## config.mk

```make
export PLATFORM = sky130hd
export DESIGN_NAME = rgba_blend_over_pixel
export DESIGN_NICKNAME = d
export VERILOG_FILES = /design/src/hw/rtl/rbo_pkg.sv /design/src/hw/rtl/rbo_blend_core.sv /design/src/hw/rtl/rgba_blend_over_pixel.sv
export SDC_FILE = /design/constraint.sdc
export NUM_CORES = 1
export LEC_CHECK = 0
export BUFFER_PORTS_ARGS = -buffer_cell sky130_fd_sc_hd__buf_4
export CAP_MARGIN = 5
export CORE_ASPECT_RATIO = 1.75
export CORE_MARGIN = 3
export CORE_UTILIZATION = 45
export DETAILED_ROUTE_END_ITERATION = 8
export SLEW_MARGIN = 20
export SYNTH_ARGS = -nofsm -noshare
export SYNTH_HDL_FRONTEND = slang
export SYNTH_HIERARCHICAL = 1
export SYNTH_SLANG_ARGS = --single-unit
export TNS_END_PERCENT = 5
```

## constraint.sdc

```tcl
create_clock -name clk -period 16.88 [get_ports clk]
set_input_delay 0.844 -clock clk [delete_from_list [all_inputs] [get_ports clk]]
set_output_delay 0.844 -clock clk [all_outputs]
set_load 0.01 [all_outputs]
```

## src/hw/rtl/rbo_pkg.sv

```systemverilog
// Shared types, constants and channel arithmetic for the RGBA over-blend block.
`timescale 1ns / 1ps
`default_nettype none

package rbo_pkg;

  localparam int unsigned ChWidth  = 8;
  localparam int unsigned PixWidth = 4 * ChWidth;

  typedef logic [ChWidth-1:0]  chan_t;
  typedef logic [PixWidth-1:0] pixel_t;
  typedef logic [15:0]         prod_t;

  // blend_mode codes
  localparam logic MODE_COPY = 1'b0;
  localparam logic MODE_OVER = 1'b1;

  localparam chan_t CH_MAX     = 8'hFF;
  localparam chan_t CH_ZERO    = 8'h00;
  localparam prod_t ROUND_HALF = 16'd127;

  // Exact x / 255 for 16-bit x up to 65279, where the quotient fits 8 bits: q = (t + (t >> 8)) >> 8 with t = x + 1.
  function automatic chan_t div255(input prod_t x);
    logic [16:0] t;
    logic [16:0] s;
    t = {1'b0, x} + 17'd1;
    s = t + {8'd0, t[16:8]};
    return s[15:8];
  endfunction

  // (s*a + d*(255-a) + 127) / 255, never above 255.
  // Operands widen to 16 bits before the multiply so the full product is kept.
  function automatic chan_t mix_ch(input chan_t s, input chan_t d, input chan_t a);
    prod_t ps;
    prod_t pd;
    prod_t sum;
    ps  = prod_t'(s) * prod_t'(a);
    pd  = prod_t'(d) * prod_t'(CH_MAX - a);
    sum = ps + pd + ROUND_HALF;
    return div255(sum);
  endfunction

endpackage

`default_nettype wire

```

## src/hw/rtl/rbo_blend_core.sv

```systemverilog
// Combinational compositing of one pixel word: source copy, or source over destination.
`timescale 1ns / 1ps
`default_nettype none

module rbo_blend_core import rbo_pkg::*; (
  input  wire logic   mode,
  input  wire pixel_t src,
  input  wire pixel_t dst,
  output pixel_t      pix
);

  chan_t       a;
  chan_t       d_a;
  chan_t       add_a;
  logic  [8:0] sum_a;
  pixel_t      mixed;

  assign a     = src[31:24];
  assign d_a   = dst[31:24];
  // d_a*(255-a) + 127, divided by 255
  assign add_a = div255(prod_t'(d_a) * prod_t'(CH_MAX - a) + ROUND_HALF);
  assign sum_a = {1'b0, a} + {1'b0, add_a};

  always_comb begin
    mixed[31:24] = sum_a[8] ? CH_MAX : sum_a[7:0];
    for (int k = 0; k < 3; k++) begin
      mixed[k*ChWidth +: ChWidth] = mix_ch(src[k*ChWidth +: ChWidth],
                                           dst[k*ChWidth +: ChWidth], a);
    end
  end

  always_comb begin
    if (mode == MODE_COPY) begin
      pix = src;
    end else if (a == CH_MAX) begin
      pix = src;
    end else if (a == CH_ZERO) begin
      pix = dst;
    end else begin
      pix = mixed;
    end
  end

endmodule

`default_nettype wire

```

## src/hw/rtl/rgba_blend_over_pixel.sv

```systemverilog
// Top level of the RGBA over-blend block: input register, blend logic, result register.
`timescale 1ns / 1ps
`default_nettype none

// Channel   Handshake              Word
// -------   ---------------------  ----------------------------------------
// in        in_valid / in_ready    in_src_pixel[31:0], in_dst_pixel[31:0]
// out       out_valid / out_ready  out_pixel[31:0]
// cfg       cfg_we (no wait)       cfg_wdata = blend_mode (0 copy, 1 over)
//
// One word per cycle sustained while out_ready is high; an accepted word passes
// the input register, then the result register after the blend logic, to out_valid.
// Throughput is set by the single blend pass between the two registers.
// rst_n is synchronous, active low: both stages empty, blend_mode = copy.
// A stall on out_ready holds the result register; the input register still
// takes a word while the result register is occupied, and holds it until
// the result register frees up. in_ready follows out_ready combinationally.
// blend_mode is read as words pass the blend logic; write it only when idle.

module rgba_blend_over_pixel import rbo_pkg::*; (
  input  wire logic   clk,
  input  wire logic   rst_n,
  input  wire logic   cfg_we,
  input  wire logic   cfg_wdata,
  input  wire logic   in_valid,
  output logic        in_ready,
  input  wire pixel_t in_src_pixel,
  input  wire pixel_t in_dst_pixel,
  output logic        out_valid,
  input  wire logic   out_ready,
  output pixel_t      out_pixel
);

  logic   mode_r;
  logic   s1_valid_r;
  pixel_t s1_src_r;
  pixel_t s1_dst_r;
  logic   s2_valid_r;
  pixel_t s2_pix_r;

  logic   s2_load;   // result register takes the blended word
  logic   s1_load;   // input register takes a new word
  logic   s1_valid_nxt;
  logic   s2_valid_nxt;
  pixel_t blend_pix;

  // Result register is free when empty or being drained this cycle.
  assign s2_load  = s1_valid_r && (!s2_valid_r || out_ready);
  assign in_ready = !s1_valid_r || s2_load;
  assign s1_load  = in_valid && in_ready;

  assign s1_valid_nxt = s1_load || (s1_valid_r && !s2_load);
  assign s2_valid_nxt = s2_load || (s2_valid_r && !out_ready);

  always_ff @(posedge clk) begin
    if (!rst_n) begin
      mode_r     <= MODE_COPY;
      s1_valid_r <= 1'b0;
      s2_valid_r <= 1'b0;
    end else begin
      if (cfg_we) begin
        mode_r <= cfg_wdata;
      end
      s1_valid_r <= s1_valid_nxt;
      s2_valid_r <= s2_valid_nxt;
    end
  end

  // Payload registers, no reset.
  always_ff @(posedge clk) begin
    if (s1_load) begin
      s1_src_r <= in_src_pixel;
      s1_dst_r <= in_dst_pixel;
    end
    if (s2_load) begin
      s2_pix_r <= blend_pix;
    end
  end

  rbo_blend_core u_core (
    .mode (mode_r),
    .src  (s1_src_r),
    .dst  (s1_dst_r),
    .pix  (blend_pix)
  );

  assign out_valid = s2_valid_r;
  assign out_pixel = s2_pix_r;

  // An accepted word always lands in the input register.
  a_accept_lands: assert property (@(posedge clk) disable iff (!rst_n)
    s1_load |=> s1_valid_r && s1_src_r == $past(in_src_pixel))
    else $error("accepted word not captured in input register");

  // A word waiting in the input register is held until it moves on.
  a_s1_hold: assert property (@(posedge clk) disable iff (!rst_n)
    s1_valid_r && !s2_load |=> s1_valid_r && $stable(s1_src_r) && $stable(s1_dst_r))
    else $error("input register word lost or changed while stalled");

  // Empty input register always takes a word.
  a_ready_empty: assert property (@(posedge clk) disable iff (!rst_n)
    !s1_valid_r |-> in_ready)
    else $error("in_ready low with empty input register");

  // Copy mode passes the source word through unchanged.
  a_copy_pass: assert property (@(posedge clk) disable iff (!rst_n)
    s2_load && mode_r == MODE_COPY |=> out_valid && out_pixel == $past(s1_src_r))
    else $error("copy mode altered the source word");

  // Held result is not overwritten while out_ready is low.
  a_s2_hold: assert property (@(posedge clk) disable iff (!rst_n)
    s2_valid_r && !out_ready |-> !s2_load)
    else $error("result register loaded while stalled");

endmodule

`default_nettype wire

```

Word-level counts from Yosys, hierarchy flattened
Index checks and enable logic that the tools add are counted.

word-level totals
  logic and storage cells = 48
  input port bits = 70
  register bits = 99
  output and inout bits = 34

operators by class
  add/subtract/negate cells = 17
  equal/unequal tests = 1
  multiply operators = 7
  reduce and logical (&&, ||, !) cells = 13
  multiplexer cells = 4

operator list
  cell                   count
  $mux 32                3
  $add 16x1->17 const B  4
  $add 16x7->16 const B  4
  $add 16x9->16          4
  $add 16x16->16         3
  $mul 8x16->16          3
  $mul 8x8->16           3
  $mul 9x9->16           1
  $add 8x8->9            1
  $sub 8x8->9 const A    1
  $eq 8x8->1 const B     1
  $logic_not 8->1        1
  $mux 8                 1
  $logic_and 1x1->1      4
  $logic_not 1->1        4
  $logic_or 1x1->1       4

Depth between registers and ports, before layout
  word-level depth = 10
  depth in mapped cells = 41
  mapped depth without buffers = 39

Hierarchy
The synthesis kept the hierarchy.

by module, submodules not included
  module                 cells each  sequential area each (sq um)  area an instance (sq um)  instances
  rbo_blend_core         2332        0.0                           19538.7                   1
  rgba_blend_over_pixel  108         2942.8                        3010.4                    1

Worst setup path after synthesis
Ideal clock, no wire load.

  path kind = reg-to-reg
  start = register s1_src_r[26]
  end = register s2_pix_r[20], in the netlist out_pixel[20], data pin
  data arrival time = 8.739 ns
  period minus slack after synthesis = 8.885 ns
  stages on the path, launching flop included = 34
  path buffers = 2
  library setup time = 0.146 ns
  setup slack = 7.995 ns
  required time = 16.734 ns
  path through = edfxtp_1 clkbuf_1 clkbuf_1 nand2_1 fa_1 inv_1 fa_1 inv_1 fa_1 inv_1 fa_1 fa_1 inv_1 fa_1 inv_1 ha_1 or3_1 or3_1 a41o_1 a311oi_1 xnor2_1 nor4b_1 xor2_1 ha_1 nand4_1 nor2_1 nand3_1 o21ba_2 mux2_2 o41ai_2 nor3_2 and2_1 or3_1 a21oi_1

on the way
  cells in the longest elaborated chain, start to end = 9
  elaborated cells between the ends (all ways) = 12
  those cells by class = 5 x add/sub; 2 x mul; 1 x eq/ne; 3 x mux; 1 x reduce/logical

RTL lines
  what                      line                         source
  start: declaration        rgba_blend_over_pixel.sv:36  pixel_t s1_src_r;
  start signal: assignment  rgba_blend_over_pixel.sv:72  s1_src_r <= in_src_pixel;
  $sub 8x8->9               rbo_pkg.sv:38                pd = prod_t'(d) * prod_t'(CH_MAX - a);
  $mul 8x16->16             rbo_pkg.sv:38
  $add 16x16->16            rbo_pkg.sv:39                sum = ps + pd + ROUND_HALF;
  $add 16x7->16             rbo_pkg.sv:39
  $add 16x1->17             rbo_pkg.sv:26                t = {1'b0, x} + 17'd1;
  $add 16x9->16             rbo_pkg.sv:27                s = t + {8'd0, t[16:8]};
  $mux 32                   rbo_blend_core.sv:37         end else if (a == CH_ZERO) begin
  $mux 32 *                 rbo_blend_core.sv:35         end else if (a == CH_MAX) begin
  $mux 32 *                 rbo_blend_core.sv:33         if (mode == MODE_COPY) begin
  net blend_pix[20]         rgba_blend_over_pixel.sv:45  pixel_t blend_pix;
  end signal: assignment    rgba_blend_over_pixel.sv:76  s2_pix_r <= blend_pix;
  end: declaration          rgba_blend_over_pixel.sv:39  pixel_t s2_pix_r;

Mark *: on every way through the listed nets, which the timed path passes. The rest lies on a longest branch.
A chain may end at the register's enable or synchronous reset.

Worst setup path after layout
  start = register s1_src_r[25]
  end = register s2_pix_r[28], in the netlist out_pixel[28], data pin

on the way
  cells in the longest elaborated chain, start to end = 10
  elaborated cells between the ends (all ways) = 12
  those cells by class = 5 x add/sub; 1 x mul; 1 x eq/ne; 4 x mux; 1 x reduce/logical

RTL lines
  what               line                         source
  $sub 8x8->9        rbo_blend_core.sv:21         assign add_a = div255(prod_t'(d_a) * prod_t'(CH_MAX - a) + ROUND_HALF);
  $mul 9x9->16       rbo_blend_core.sv:21
  $add 16x7->16      rbo_blend_core.sv:21
  $add 16x1->17      rbo_pkg.sv:26
  $add 16x9->16      rbo_pkg.sv:27
  $add 8x8->9        rbo_blend_core.sv:22         assign sum_a = {1'b0, a} + {1'b0, add_a};
  $mux 8             rbo_blend_core.sv:25         mixed[31:24] = sum_a[8] ? CH_MAX : sum_a[7:0];
  $mux 32            rbo_blend_core.sv:37
  $mux 32 *          rbo_blend_core.sv:35
  $mux 32 *          rbo_blend_core.sv:33
  net blend_pix[28]  rgba_blend_over_pixel.sv:45

Marked as above.

==> impl_metrics.json <==
{
  "clk_latency_ps": 410,
  "cts_setup_buffers": 0,
  "clock_skew_ps": 18.40,
  "max_freq_mhz": 98.18,
  "r2r-end": "out_pixel[28]",
  "synth-compound-area-share": 0.08312,
  "muxShareOfSynthArea": 0.003163,
  "hp-start": "out_valid",
  "vias": 16930,
  "setup_viol": 0,
  "hold_end": "s1_valid_r",
  "cts_hold_buffers": 0,
  "tightest_slew_ps": 924.6,
  "crit_top_cell": "fa_1",
  "drc_errors": 0,
  "wl_per_cell_microns": 19.04,
  "endpoint_kind": "flop",
  "drt_first_pass_iters": 5,
  "h-tree-depth": 3,
  "drive_above_1_share": 0.07303,
  "cts_resized": 0,
  "hpwlAfterDp_microns": 46300,
  "period_needed_ps": 10190,
  "synth-xor-area-share": 0.05072,
  "critPathKind": "flop to flop",
  "core_area_sq_um": 49130,
  "regToRegSetupSlack_ps": 6690,
  "overflow": 0,
  "cts.reportedPaths.clkPinSlew_ps": 80,
  "hold_class": "flop to flop",
  "slew_headroom": 0.3836,
  "cts-root-buf": "clkbuf_16",
  "numClockSinks": 99,
  "grt_pass1_wl_microns": 96860,
  "nNetsFinal": 3156,
  "cts_buffers": 9,
  "worst_ep_required_time_ps": 17020,
  "initial_core_util": 0.4589,
  "dieArea_sq_um": 52940,
  "syn_nets": 3109,
  "fp.dieW_microns": 175.2,
  "crit_slowest_cell": "clkinv_1",
  "async_reset_ff_frac": 0,
  "avgSynthCellArea_sq_um": 9.241,
  "synth_edf_count": 96,
  "clk_path_buf_depth": 2,
  "post-route-period-util": 0.6034,
  "crit_path_max_fanout": 45,
  "synthAdderAreaFrac": 0.4497,
  "wirelength_microns": 59910,
  "antenna_found_initial": 1,
  "reg2reg_from": "s1_src_r[25]",
  "fin_hold_ws_ps": 569.4,
  "slowest_delay_ps": 820,
  "synth_seq_area_share": 0.1305,
  "synthSimpleGateAreaFrac": 0.1868,
  "hold_path_depth": 2,
  "reg2regPathDepth": 35,
  "ys.flop_type": "edfxtp_1",
  "nFillCells": 4703,
  "synth_area_sq_um": 22550,
  "io-pin-count": 104,
  "grt_max_degree": 62,
  "ant_nets": 0,
  "maxCapViolations": 0,
  "synth-seq-cells": 99,
  "final.setup.tns_ps": 0,
  "rsz0062_at_grt": "false",
  "via_per_inst": 5.381,
  "synth_cell_types": 96,
  "synthesis.instances": 2440,
  "ys_warn_count": 6,
  "port_buffers": 103,
  "syn_to_final_growth_pct": 7.613,
  "drv_slew": 0,
  "die_y_microns": 302.1,
  "rows": 107,
  "synth_top_family_by_area": "adder cells",
  "grt.total_usage": 0.2348,
  "cts_tree": "done",
  "grt_pass1_vias": 18770,
  "status": "finished clean",
  "initialDrtViolationCount": 782,
  "finalHoldViolCount": 0,
  "setup.worst_path.start_class": "flop",
  "arrival_ps": 10320,
  "gp_congestion": 0.9150
}
flip-flops by register name, summed over array words and instances (netlist names):
| name | flops |
|---|---|
| out_pixel | 32 |
| s1_dst_r | 32 |
| s1_src_r | 32 |
| out_valid | 1 |
| mode_r | 1 |
| s1_valid_r | 1 |
worst max path at each step:
stage,startpoint,end,slack (ps),cells past startpoint
finish,s1_src_r[25],out_pixel[28],6690,35
global route,s1_src_r[25],out_pixel[28],6040,37
CTS,s1_src_r[25],out_pixel[28],6730,35
detailed placement,s1_src_r[25],out_pixel[28],6780,35
global placement,s1_src_r[25],out_pixel[28],6920,36
floorplan,s1_src_r[26],out_pixel[20],8000,33
layout by cell type (no fill, tap or decap), types with 15 or more instances in the layout:
cell	count
fa_1	351
nor2_1	75
nand2b_1	125
nor3_1	25
nand2_1	186
nor2b_1	137
a21o_1	23
o211ai_1	15
nand3_1	33
and2_1	97
o21a_1	19
xor2_1	47
nand4_1	15
inv_1	493
xnor2_1	73
a21oi_1	72
edfxtp_1	96
ha_1	248
o21ai_0	41
buf_4	118
Yosys cell counts, types with 4 or more instances:
| library cell | n | area, sq um |
|---|---|---|
| nor3_2 | 4 | 40.04 |
| or3_1 | 11 | 68.82 |
| nand3b_1 | 5 | 37.54 |
| nor2_1 | 75 | 281.5 |
| and3_1 | 13 | 81.33 |
| o31ai_1 | 6 | 45.04 |
| and4_1 | 5 | 43.79 |
| nor2b_1 | 138 | 863.3 |
| or2_2 | 4 | 25.02 |
| ha_1 | 248 | 3103 |
| clkbuf_1 | 64 | 240.2 |
| nor3_1 | 25 | 125.1 |
| nor3b_1 | 5 | 37.54 |
| a211oi_1 | 5 | 37.54 |
| o21a_1 | 19 | 142.6 |
| nand4_1 | 15 | 93.84 |
| fa_1 | 351 | 7027 |
| a311oi_1 | 4 | 35.03 |
| xor2_1 | 47 | 411.6 |
| a21oi_1 | 73 | 365.4 |
| nand3_1 | 33 | 165.2 |
| o31a_1 | 5 | 43.79 |
| o211ai_1 | 15 | 112.6 |
| o21bai_1 | 6 | 45.04 |
| xnor2_1 | 73 | 639.4 |
| nand2b_1 | 125 | 782.0 |
| and2_1 | 97 | 606.8 |
| o21ai_0 | 42 | 210.2 |
| inv_1 | 493 | 1851 |
| nor4_1 | 5 | 31.28 |
| nand2_1 | 186 | 698.2 |
| mux2i_1 | 6 | 60.06 |
| a21o_1 | 23 | 172.7 |
| o2111ai_1 | 6 | 52.55 |
| buf_1 | 17 | 63.81 |
| a31oi_1 | 6 | 37.54 |
| edfxtp_1 | 96 | 2883 |
metal layers:
| layer | vias up | part of all wire | GRT usage |
|---|---|---|---|
| li1 | 7789 | - | - |
| met1 | 8670 | 0.37 | 0.2535 |
| met2 | 347 | 0.56 | 0.4576 |
| met3 | 128 | 0.028 | 0.01947 |
| met4 | 0 | 0.046 | 0.1090 |
| met5 | - | 0 | 0 |
per-stage QoR:
| step | area (sq um) | worst slack (ps) | util | instances |
|---|---|---|---|---|
| final | 24270 | 6694 | 0.4939 | 3147 |
| after global routing | 24260 | 6045 | 0.4938 | 3146 |
| after CTS | 24260 | 6729 | 0.4938 | 3146 |
| after detailed placement | 23970 | 6776 | 0.4878 | 3130 |
| after global placement | 23970 | 6924 | 0.4878 | 3130 |
| after floorplan | 22550 | 7995 | - | 2440 |
kinds of logic after synthesis:
kind of cell / Yosys count
compound gates: 264
xor+xnor: 125
fa+ha+maj: 600
buf+inv: 576
flops: 99
mux: 7
simple gates: 769
critical path, delay by kind of cell, from the launching register on:
kind / cells / cell delay [ps]
and+or+nand+nor: 6 / 910
buffers and inverters: 4 / 1450
DFF: 1 / 330
adders and majority gates: 8 / 3200
xor gates and xnor gates: 2 / 570
AOI/OAI and AO/OA: 15 / 3430
layout make-up:
class,count,area [sq um],share of cell area
clock buffer,9,225.2,0.009281
inverter,494,1854,0.07642
sequential,99,2943,0.1213
tap,654,818.3,0.03372
clock inverter,7,71.32,0.002939
timing repair buffer,118,885.9,0.03651
multi-input combinational,1765,17470,0.7198
antenna,1,2.502,0.0001031
Power is left out: the tool's default activity adds up to more than one toggle a clock period on the data nets, which glitch-free logic cannot reach.
